`config.mk`:
```
export PLATFORM = sky130hd
export DESIGN_NAME = tcp_timestamp_option_parser_core_flat
export DESIGN_NICKNAME = d
export VERILOG_FILES = /design/src/tsop_pkg.sv /design/src/tsop_if.sv /design/src/tcp_timestamp_option_parser_core.sv /design/src/flat_wrapper.sv
export SDC_FILE = /design/constraint.sdc
export NUM_CORES = 1
export LEC_CHECK = 0
export BUFFER_PORTS_ARGS = -buffer_cell sky130_fd_sc_hd__buf_2
export CAP_MARGIN = 20
export CELL_PAD_IN_SITES_DETAIL_PLACEMENT = 0
export CELL_PAD_IN_SITES_GLOBAL_PLACEMENT = 1
export CORE_UTILIZATION = 45
export CTS_CLUSTER_SIZE = 24
export DETAILED_ROUTE_END_ITERATION = 16
export PLACE_DENSITY = 0.87
export SYNTH_ARGS = -nofsm -noshare
export SYNTH_HDL_FRONTEND = slang
export SYNTH_SLANG_ARGS = --single-unit
```
`constraint.sdc`:
```
create_clock -name clk -period 13.55 [get_ports clk]
set_input_delay 0.6775 -clock clk [delete_from_list [all_inputs] [get_ports clk]]
set_output_delay 0.6775 -clock clk [all_outputs]
set_load 0.005 [all_outputs]
```
`src/tsop_pkg.sv`:
```
`timescale 1ns / 1ps

package tsop_pkg;

	localparam int MAX_OPTION_BYTES = 40;

	localparam logic [7:0] KIND_EOL = 8'd0;
	localparam logic [7:0] KIND_NOP = 8'd1;
	localparam logic [7:0] KIND_TS  = 8'd8;
	localparam logic [7:0] TS_SIZE  = 8'd10;
	localparam logic [7:0] MIN_SIZE = 8'd2;

	// byte offsets inside the timestamp option
	localparam logic [5:0] VAL_OFFSET = 6'd2;
	localparam logic [5:0] ECR_OFFSET = 6'd6;
	localparam logic [5:0] WORD_BYTES = 6'd4;

	localparam logic [1:0] ST_OK     = 2'd0;
	localparam logic [1:0] ST_CUT    = 2'd1;
	localparam logic [1:0] ST_BADLEN = 2'd2;

	typedef struct packed {
		logic [7:0] opt_byte;
		logic       area_start;
		logic [5:0] area_len;
	} opt_word_t;

	typedef struct packed {
		logic        ts_found;
		logic [31:0] ts_value;
		logic [31:0] ts_echo;
		logic [1:0]  parse_status;
	} ts_result_t;

endpackage

```
`src/tsop_if.sv`:
```
`timescale 1ns / 1ps

interface tsop_opt_if;
	import tsop_pkg::*;

	logic      valid;
	logic      ready;
	opt_word_t data;

	modport source (output valid, output data, input ready);
	modport sink   (input valid, input data, output ready);
endinterface

interface tsop_res_if;
	import tsop_pkg::*;

	logic       valid;
	logic       ready;
	ts_result_t data;

	modport source (output valid, output data, input ready);
	modport sink   (input valid, input data, output ready);
endinterface

```
`src/tcp_timestamp_option_parser_core.sv`:
```
`timescale 1ns / 1ps

// TCP timestamp option parser. Option bytes of a TCP header arrive one per word
// on byte_ch, the first word of an area flagged by area_start and carrying the
// area length (0 gives an empty result at once, above 40 is clipped to 40).
// The walker skips NOP, stops at EOL, skips other options by their length byte
// and captures the first timestamp option of length 10 (value and echo, both
// big-endian). A kind byte with no room for its length, or a length below 2 or
// past the end of the area, is reported in parse_status. One result word leaves
// on result_ch with the last byte of each area. A word is registered on entry,
// walked by a single small state update and the result lands in an output
// register, so a byte is accepted every cycle while the result side keeps up;
// a result passes through the input register and then the output register. A new
// area_start inside an open area drops the old area without a result.

module tcp_timestamp_option_parser_core (
	input  logic      clk,
	input  logic      arst_n,
	tsop_opt_if.sink  byte_ch,
	tsop_res_if.source result_ch
);
	import tsop_pkg::*;

	// walk phases
	localparam logic [2:0] PH_IDLE = 3'd0;
	localparam logic [2:0] PH_KIND = 3'd1;
	localparam logic [2:0] PH_LEN  = 3'd2;
	localparam logic [2:0] PH_BODY = 3'd3;
	localparam logic [2:0] PH_TS   = 3'd4;
	localparam logic [2:0] PH_DONE = 3'd5;

	localparam logic [5:0] MAX_LEN = 6'(MAX_OPTION_BYTES);

	// input register
	logic      valid_s1;
	opt_word_t word_s1;
	logic      advance;

	// walk state
	logic [2:0]  phase_q;
	logic [5:0]  left_q;
	logic        kind_ts_q;   // pending option is a timestamp kind
	logic [5:0]  size_q;
	logic [5:0]  offset_q;
	logic [31:0] value_q;
	logic [31:0] echo_q;
	logic        found_q;
	logic [1:0]  err_q;

	// result register
	logic       res_valid_q;
	ts_result_t res_q;

	// next-state values
	logic [2:0]  phase_d;
	logic [5:0]  left_d;
	logic        kind_ts_d;
	logic [5:0]  size_d;
	logic [5:0]  offset_d;
	logic [31:0] value_d;
	logic [31:0] echo_d;
	logic        found_d;
	logic [1:0]  err_d;
	logic        emit;
	ts_result_t  res_d;

	// stall the walker whenever the result register is occupied and not being taken
	assign advance       = valid_s1 && (!res_valid_q || result_ch.ready);
	assign byte_ch.ready = !valid_s1 || advance;

	assign result_ch.valid = res_valid_q;
	assign result_ch.data  = res_q;

	always_ff @(posedge clk or negedge arst_n) begin
		if (!arst_n) begin
			valid_s1 <= 1'b0;
		end else if (byte_ch.ready) begin
			valid_s1 <= byte_ch.valid;
		end
	end

	always_ff @(posedge clk) begin
		if (byte_ch.ready && byte_ch.valid) begin
			word_s1 <= byte_ch.data;
		end
	end

	always_comb begin
		logic [7:0] b;
		logic [5:0] len;
		logic [5:0] rem;
		logic [5:0] off_inc;
		logic       walk;
		logic       ok;

		b   = word_s1.opt_byte;
		len = (word_s1.area_len > MAX_LEN) ? MAX_LEN : word_s1.area_len;

		phase_d   = phase_q;
		left_d    = left_q;
		kind_ts_d = kind_ts_q;
		size_d    = size_q;
		offset_d  = offset_q;
		value_d   = value_q;
		echo_d    = echo_q;
		found_d   = found_q;
		err_d     = err_q;
		emit      = 1'b0;
		walk      = 1'b0;

		if (word_s1.area_start) begin
			// fresh area: clear everything
			phase_d   = PH_KIND;
			left_d    = len;
			kind_ts_d = 1'b0;
			size_d    = '0;
			offset_d  = '0;
			value_d   = '0;
			echo_d    = '0;
			found_d   = 1'b0;
			err_d     = ST_OK;
			if (len == '0) begin
				phase_d = PH_IDLE;
				emit    = 1'b1;
			end else begin
				walk = 1'b1;
			end
		end else if (phase_q != PH_IDLE && left_q != '0) begin
			walk = 1'b1;
		end

		rem     = left_d;
		off_inc = offset_d + 6'd1;

		if (walk) begin
			unique case (phase_d)
				PH_KIND: begin
					priority if (b == KIND_EOL) begin
						phase_d = PH_DONE;
					end else if (b == KIND_NOP) begin
						phase_d = PH_KIND;
					end else if (rem < 6'd2) begin
						err_d   = ST_CUT;
						phase_d = PH_DONE;
					end else begin
						kind_ts_d = (b == KIND_TS);
						phase_d   = PH_LEN;
					end
				end
				PH_LEN: begin
					// area left at the kind byte was rem + 1
					if (b < MIN_SIZE || {1'b0, b} > ({3'b000, rem} + 9'd1)) begin
						err_d   = ST_BADLEN;
						phase_d = PH_DONE;
					end else begin
						size_d   = b[5:0];
						offset_d = VAL_OFFSET;
						priority if (kind_ts_d && b == TS_SIZE) begin
							phase_d = PH_TS;
						end else if (b == MIN_SIZE) begin
							phase_d = PH_KIND;
						end else begin
							phase_d = PH_BODY;
						end
					end
				end
				PH_BODY: begin
					offset_d = off_inc;
					if (off_inc >= size_d) begin
						phase_d = PH_KIND;
					end
				end
				PH_TS: begin
					if (offset_d < ECR_OFFSET) begin
						value_d = {value_d[23:0], b};
					end else begin
						echo_d = {echo_d[23:0], b};
					end
					offset_d = off_inc;
					if (off_inc >= ECR_OFFSET + WORD_BYTES) begin
						found_d = 1'b1;
						phase_d = PH_DONE;
					end
				end
				default: begin
					// done or idle: byte ignored
				end
			endcase
			left_d = rem - 6'd1;
			if (left_d == '0) begin
				emit    = 1'b1;
				phase_d = PH_IDLE;
			end
		end

		ok                 = found_d && (err_d == ST_OK);
		res_d.ts_found     = ok;
		res_d.ts_value     = ok ? value_d : '0;
		res_d.ts_echo      = ok ? echo_d : '0;
		res_d.parse_status = err_d;
	end

	always_ff @(posedge clk or negedge arst_n) begin
		if (!arst_n) begin
			phase_q   <= PH_IDLE;
			left_q    <= '0;
			kind_ts_q <= 1'b0;
			size_q    <= '0;
			offset_q  <= '0;
			value_q   <= '0;
			echo_q    <= '0;
			found_q   <= 1'b0;
			err_q     <= ST_OK;
		end else if (advance) begin
			phase_q   <= phase_d;
			left_q    <= left_d;
			kind_ts_q <= kind_ts_d;
			size_q    <= size_d;
			offset_q  <= offset_d;
			value_q   <= value_d;
			echo_q    <= echo_d;
			found_q   <= found_d;
			err_q     <= err_d;
		end
	end

	always_ff @(posedge clk or negedge arst_n) begin
		if (!arst_n) begin
			res_valid_q <= 1'b0;
		end else if (advance) begin
			res_valid_q <= emit;
		end else if (result_ch.ready) begin
			res_valid_q <= 1'b0;
		end
	end

	always_ff @(posedge clk) begin
		if (advance && emit) begin
			res_q <= res_d;
		end
	end

endmodule

```
`src/flat_wrapper.sv`:
```
// flat-port wrapper written by rule: the top's interface ports become plain ports
module tcp_timestamp_option_parser_core_flat import tsop_pkg::*;
  (clk, arst_n, byte_ch_valid, byte_ch_data, byte_ch_ready, result_ch_valid, result_ch_data, result_ch_ready);
  tsop_opt_if byte_ch_i ();
  tsop_res_if result_ch_i ();
  input  logic clk;
  input  logic arst_n;
  input wire logic [$bits(byte_ch_i.valid)-1:0] byte_ch_valid;
  input wire logic [$bits(byte_ch_i.data)-1:0] byte_ch_data;
  output wire logic [$bits(byte_ch_i.ready)-1:0] byte_ch_ready;
  output wire logic [$bits(result_ch_i.valid)-1:0] result_ch_valid;
  output wire logic [$bits(result_ch_i.data)-1:0] result_ch_data;
  input wire logic [$bits(result_ch_i.ready)-1:0] result_ch_ready;
  assign byte_ch_i.valid = byte_ch_valid;
  assign byte_ch_i.data = byte_ch_data;
  assign byte_ch_ready = byte_ch_i.ready;
  assign result_ch_valid = result_ch_i.valid;
  assign result_ch_data = result_ch_i.data;
  assign result_ch_i.ready = result_ch_ready;
  tcp_timestamp_option_parser_core u_core (.clk(clk), .arst_n(arst_n), .byte_ch(byte_ch_i), .result_ch(result_ch_i));
endmodule
```
# --- After elaboration in Yosys (flattened, before gate mapping) ---
# Cells that the tools add are included.
classes:
  n_addsub: 3
  n_reduce_logical: 19
  order_cmp: 7
  mux: 58
  eq_ne: 8
ops:
  columns: ["op", "n"]
  rows:
  - ["32-bit two-way mux", 8]
  - ["6-bit two-way mux", 10]
  - ["3-bit two-way mux", 10]
  - ["1-bit two-way mux", 20]
  - ["8-bit by 4-bit == test with 1-bit output, second input constant", 2]
  - ["2-bit two-way mux", 7]
  - ["6-bit zero test", 2]
  - ["3-bit case mux with 4 select lines", 1]
  - ["6-bit case mux with 2 select lines", 1]
  - ["8-bit by 9-bit greater-than comparator with 1-bit output", 1]
  - ["8-bit by 1-bit == test with 1-bit output, second input constant", 1]
  - ["8-bit by 2-bit == test with 1-bit output, second input constant", 1]
  - ["8-bit zero test", 1]
  - ["8-bit by 2-bit less-than comparator with 1-bit output, second input constant", 1]
  - ["6-bit by 1-bit adder with 7-bit output, second input constant", 1]
  - ["6-bit by 1-bit adder with 6-bit output, second input constant", 1]
  - ["3-bit by 2-bit == test with 1-bit output, second input constant", 2]
  - ["6-bit by 4-bit >= comparator with 1-bit output, second input constant", 1]
  - ["6-bit >= comparator", 1]
  - ["6-bit greater-than comparator, second input constant", 1]
  - ["1-bit logical AND", 6]
  - ["6-bit by 2-bit less-than comparator with 1-bit output, second input constant", 1]
  - ["6-bit by 3-bit less-than comparator with 1-bit output, second input constant", 1]
  - ["6-bit nonzero test", 1]
  - ["10 further kinds", 13]
totals:
  input_bits: 19
  output_inout_bits: 69
  elab_cells: 113
  ff_bits: 173

# --- Logic depth before layout (Yosys ltp) ---
depth:
  word_depth: 11
  depth_mapped: 18

# --- Worst setup path after synthesis ---
# Ideal clock, no wire load.
synth_timing:
  path_kind: "reg2reg"
  startpoint: "register u_core.word_s1[4] (netlist name)"
  endpoint: "register u_core.res_q, in the netlist u_core.result_ch.data[0] (enable)"
  t_arrival_ns: 4.437
  stages_incl_launch_ff: 8
  period_less_slack_ns: 4.930
  slack_ns: 8.620
  path_buffers: 0
  cell_sequence: "edfxtp_1 o21a_1 o2bb2ai_1 ha_1 and3_1 nand3_1 and2_1 nor2_1"
synth_via:
  elab_chain_len: 8
  elab_cells_between_ends: 13
synth_lines:
  columns: ["element", "line", "rtl"]
  rows:
  - ["start, declared", "tcp_timestamp_option_parser_core.sv:36", "opt_word_t word_s1;"]
  - ["start signal, assigned", "tcp_timestamp_option_parser_core.sv:84", "word_s1 <= byte_ch.data;"]
  - ["6-bit greater-than comparator", "tcp_timestamp_option_parser_core.sv:97", "len = (word_s1.area_len > MAX_LEN) ? MAX_LEN : word_s1.area_len;"]
  - ["6-bit two-way mux (*)", "tcp_timestamp_option_parser_core.sv:97", null]
  - ["6-bit two-way mux / 6-bit zero test (equally long branches)", "tcp_timestamp_option_parser_core.sv:111, tcp_timestamp_option_parser_core.sv:122", null]
  - ["6-bit by 1-bit subtractor with 6-bit output / 1-bit two-way mux (equally long branches)", "tcp_timestamp_option_parser_core.sv:189, tcp_timestamp_option_parser_core.sv:122", null]
  - ["6-bit zero test / 1-bit two-way mux (equally long branches)", "tcp_timestamp_option_parser_core.sv:190, tcp_timestamp_option_parser_core.sv:111", null]
  - ["1-bit two-way mux", "tcp_timestamp_option_parser_core.sv:190", "if (left_d == '0) begin"]
  - ["1-bit two-way mux (*)", "tcp_timestamp_option_parser_core.sv:135", "if (walk) begin"]
  - ["1-bit logical AND (*)", "tcp_timestamp_option_parser_core.sv:238", "if (advance && emit) begin"]
  - ["end signal, assigned", "tcp_timestamp_option_parser_core.sv:239", "res_q <= res_d;"]
  - ["end, declared", "tcp_timestamp_option_parser_core.sv:52", "ts_result_t res_q;"]
# Every way passes the cells marked *; elsewhere a longest branch is shown, timed or not.
# A chain may end at the register's enable or synchronous reset.

# --- Worst setup path in the final report ---
layout_timing:
  startpoint: "register u_core.word_s1[6] (netlist name)"
  endpoint: "register u_core.res_q, in the netlist u_core.result_ch.data[15], data pin"
layout_via:
  elab_chain_len: 9
  elab_cells_between_ends: 31
layout_lines:
  columns: ["element", "line", "rtl"]
  rows:
  - ["6-bit two-way mux", "tcp_timestamp_option_parser_core.sv:111", "if (word_s1.area_start) begin"]
  - ["6-bit by 1-bit adder with 7-bit output / 6-bit by 2-bit less-than comparator with 1-bit output (equally long branches)", "tcp_timestamp_option_parser_core.sv:152, tcp_timestamp_option_parser_core.sv:142", null]
  - ["8-bit by 9-bit greater-than comparator with 1-bit output / 2-bit two-way mux (equally long branches)", "tcp_timestamp_option_parser_core.sv:152, tcp_timestamp_option_parser_core.sv:142", null]
  - ["1-bit logical OR / 2-bit two-way mux (equally long branches)", "tcp_timestamp_option_parser_core.sv:152, tcp_timestamp_option_parser_core.sv:140", null]
  - ["2-bit two-way mux, on equally long branches", "tcp_timestamp_option_parser_core.sv:152, tcp_timestamp_option_parser_core.sv:138", null]
  - ["2-bit case mux with 2 select lines", "tcp_timestamp_option_parser_core.sv:136", "unique case (phase_d)"]
  - ["2-bit two-way mux", "tcp_timestamp_option_parser_core.sv:135", null]
  - ["2-bit zero test", "tcp_timestamp_option_parser_core.sv:196", "ok = found_d && (err_d == ST_OK);"]
  - ["1-bit logical AND", "tcp_timestamp_option_parser_core.sv:196", null]
# Parallel ways exist; a longest one is shown, timed or not.

==> impl_metrics.json <==
{
  "outcome": "completed",
  "htreeDepth": 4,
  "die-width_um": 141,
  "cts_num_sinks": 173,
  "drtIter0Drc": 544,
  "peakVddDrop_v": 0.0000933,
  "io_buffers": 87,
  "critPathCaptureType": "register",
  "r2r_end": "u_core.result_ch.data[15]",
  "cts_resized": 0,
  "ys_seq_area_share_pct": 54.7,
  "dp_hpwl_um": 12600,
  "yosys_register_bits": 173,
  "grt_pass1_vias": 6133,
  "die-height_um": 141,
  "critPathArrivalTime_ns": 5.48,
  "clockBufferDepth": 2,
  "ant_nets": 0,
  "slew_violations": 0,
  "hold_buffers": 0,
  "via_per_inst": 5.91,
  "synth_area_leaders": "edfxtp_1 28%, dfrtp_1 26%, mux2i_1 6.3%",
  "use_met1_pct": 29.4,
  "setup_violations": 0,
  "grtUsageMet3_pct": 3.87,
  "p_per_area_nw_per_um2": 136,
  "routed_wl_um": 19900,
  "placement_rows": 50,
  "whs_ns": 0.0952,
  "grt_pass1_wl_um": 32100,
  "r2r_cells": 17,
  "synth_cell_types": 66,
  "fin_crit_sh_pct": 38.6,
  "nNetsFinal": 900,
  "antenna_found_initial": 0,
  "max_slew.worst_pin.slew_ns": 1.06,
  "avgSynthCellArea_um2": 10.7,
  "synth_nets": 843,
  "yosysWarningCount": 0,
  "synth_top_cell_area_share_pct": 28.4,
  "clkSlewWorstSetupHoldPaths_ns": 0.07,
  "post_drt_wl_per_cell_um": 17.9,
  "area_delta_synth_final_pct": 13.7,
  "critPathMaxFanout": 69,
  "grt_overflow": 0,
  "drt_first_pass_iters": 5,
  "path_class": "register to register",
  "die_area_um2": 19800,
  "dp_slack_ns": 8.37,
  "antenna_cells": 0,
  "vias": 6570,
  "grt_setup_unrepaired": "false",
  "async_flop_share_pct": 52.6,
  "synth_cells": 808,
  "drive_above_1_share_pct": 17.3,
  "cp.required_ns": 13.79,
  "seqCellArea_um2": 4740,
  "global_route.usage.met2_pct": 31.2,
  "worstSetupStartpointType": "register",
  "finalHoldViolCount": 0,
  "track_usage_pct": 20.7,
  "ioPinCount": 88,
  "core_area_um2": 18800,
  "r2r_slack_ns": 8.32,
  "syn-cell-area_um2": 8670,
  "synth.most_common_cell": "nand2_1",
  "p_leak_nw": 3.77,
  "gp_congestion": 0.926,
  "fin_ws_ns": 8.32,
  "cts_tree": "built",
  "n_fill_cell": 1629,
  "yosys-top-cells-count": "106 x nand2_1, 91 x dfrtp_1, 82 x edfxtp_1, 66 x o21ai_0",
  "slew_headroom_pct": 29.4,
  "r2r_start": "u_core.word_s1[6]",
  "multi_input_area_um2": 3610,
  "max_freq_mhz": 191,
  "cts_buffers": 17,
  "fin_skew_ns": 0.0124,
  "setup_tns_ns": 0,
  "ctsRootBufferMaster": "clkbuf_16",
  "synth-edff-count": 82,
  "drc": 0,
  "cts_setup_buffers": 0,
  "clk_latency_ns": 0.44,
  "finalCriticalPeriod_ns": 5.23,
  "top_usage_layer": "met2",
  "yosys.area.top_type": "edfxtp_1",
  "max-cap-violations": 0,
  "hp-class": "primary input to asynchronous set/reset pin",
  "initial_utilization_pct": 46.2,
  "grt_max_degree": 79,
  "synth_top_flop_cell": "dfrtp_1"
}
==> worst max path at each step <==
stage	startpoint	to	slack, ns	cells after the start
detailed placement	u_core.word_s1[6]	u_core.result_ch.data[3]	8.37	17
global route	u_core.word_s1[6]	u_core.result_ch.data[3]	7.75	17
CTS	u_core.word_s1[6]	u_core.result_ch.data[3]	8.35	17
finish	u_core.word_s1[6]	u_core.result_ch.data[15]	8.32	17
global placement	u_core.word_s1[6]	u_core.result_ch.data[1]	8.52	17
floorplan	u_core.word_s1[4]	u_core.result_ch.data[0]	8.62	7
==> per-layer routing <==
layer  routed length [um]  part of all wire (%)
met1                 9430                    47
met2                 8950                    45
met3                  989                   5.0
met4                  492                   2.5
met5                    0                     0
==> registers in the layout, indices dropped and copies added, names as in the netlist <==
register                cells
u_core.size_q               6
u_core.echo_q              32
u_core.result_ch.data      67
u_core.found_q              1
u_core.offset_q             6
u_core.value_q             32
u_core.word_s1             15
u_core.kind_ts_q            1
u_core.valid_s1             1
u_core.result_ch.valid      1
u_core.left_q               6
u_core.err_q                2
u_core.phase_q              3
==> report_power, final <==
part / internal (mW) / switching [mW]
logic: 0.0858 / 0.138
clock network: 0.249 / 0.233
registers: 0.585 / 0.0483
==> per-stage QoR <==
stage | std cells | area, um2 | utilization (%) | total power, mW
global route | 1112 | 9860 | 52.5 | 1.40
finish | 1112 | 9860 | 52.5 | 1.34
CTS | 1111 | 9830 | 52.4 | 1.35
detailed placement | 1079 | 9230 | 49.2 | 0.864
global placement | 1079 | 9230 | 49.2 | 0.862
floorplan | 808 | 8670 | - | 0.794
==> critical path: stages, from the launching register on <==
cell,delay (ns)
edfxtp_1,0.37
buf_4,0.25
clkinv_1,0.08
buf_4,0.36
o2bb2ai_1,0.30
inv_1,0.18
nor4_1,0.64
nand2_1,0.14
xor2_1,0.16
a21o_1,0.18
ha_1,0.28
o21ai_0,0.16
nor2_1,0.05
a2111oi_0,0.82
o21a_1,0.27
nor3_4,0.06
buf_4,0.35
nor3_1,0.33
==> kinds of logic (layout without fill, tap and decap cells) <==
group	count (synthesis)	in the layout	share of synthesized area (%)
and+or+nand+nor	253	253	13.9
AOI/OAI and AO/OA	225	225	17.7
DFF	173	173	54.7
buffers and inverters	78	148	4.29
muxes	56	56	6.48
adders and majority gates	16	16	2.31
xor gates and xnor gates	7	7	0.707
==> area by class of cell <==
type,instances,area share (%)
multi-input combinational,557,36.6
sequential,173,48.1
clock inverter,15,1.78
timing repair buffer,100,5.63
tap,234,2.97
inverter,16,0.609
clock buffer,17,4.31
==> layout by cell type (no fill, tap or decap), drive strengths merged, types with 4 or more instances in the layout <==
cell type	instances
nor2b	5
a21oi	17
o211ai	5
dfrtp	91
mux2i	55
nand2	106
xnor2	4
nor3	56
nor4	4
buf	100
nand2b	10
nand3	22
or2	6
a22o	16
or4	5
or3	4
a21o	7
clkinv	10
o22ai	4
a211oi	19
o21ai	76
o2bb2ai	4
a22oi	49
nor2	21
ha	16
inv	21
clkbuf	17
edfxtp	82
and2	4
(Power assumes the default switching activity.)
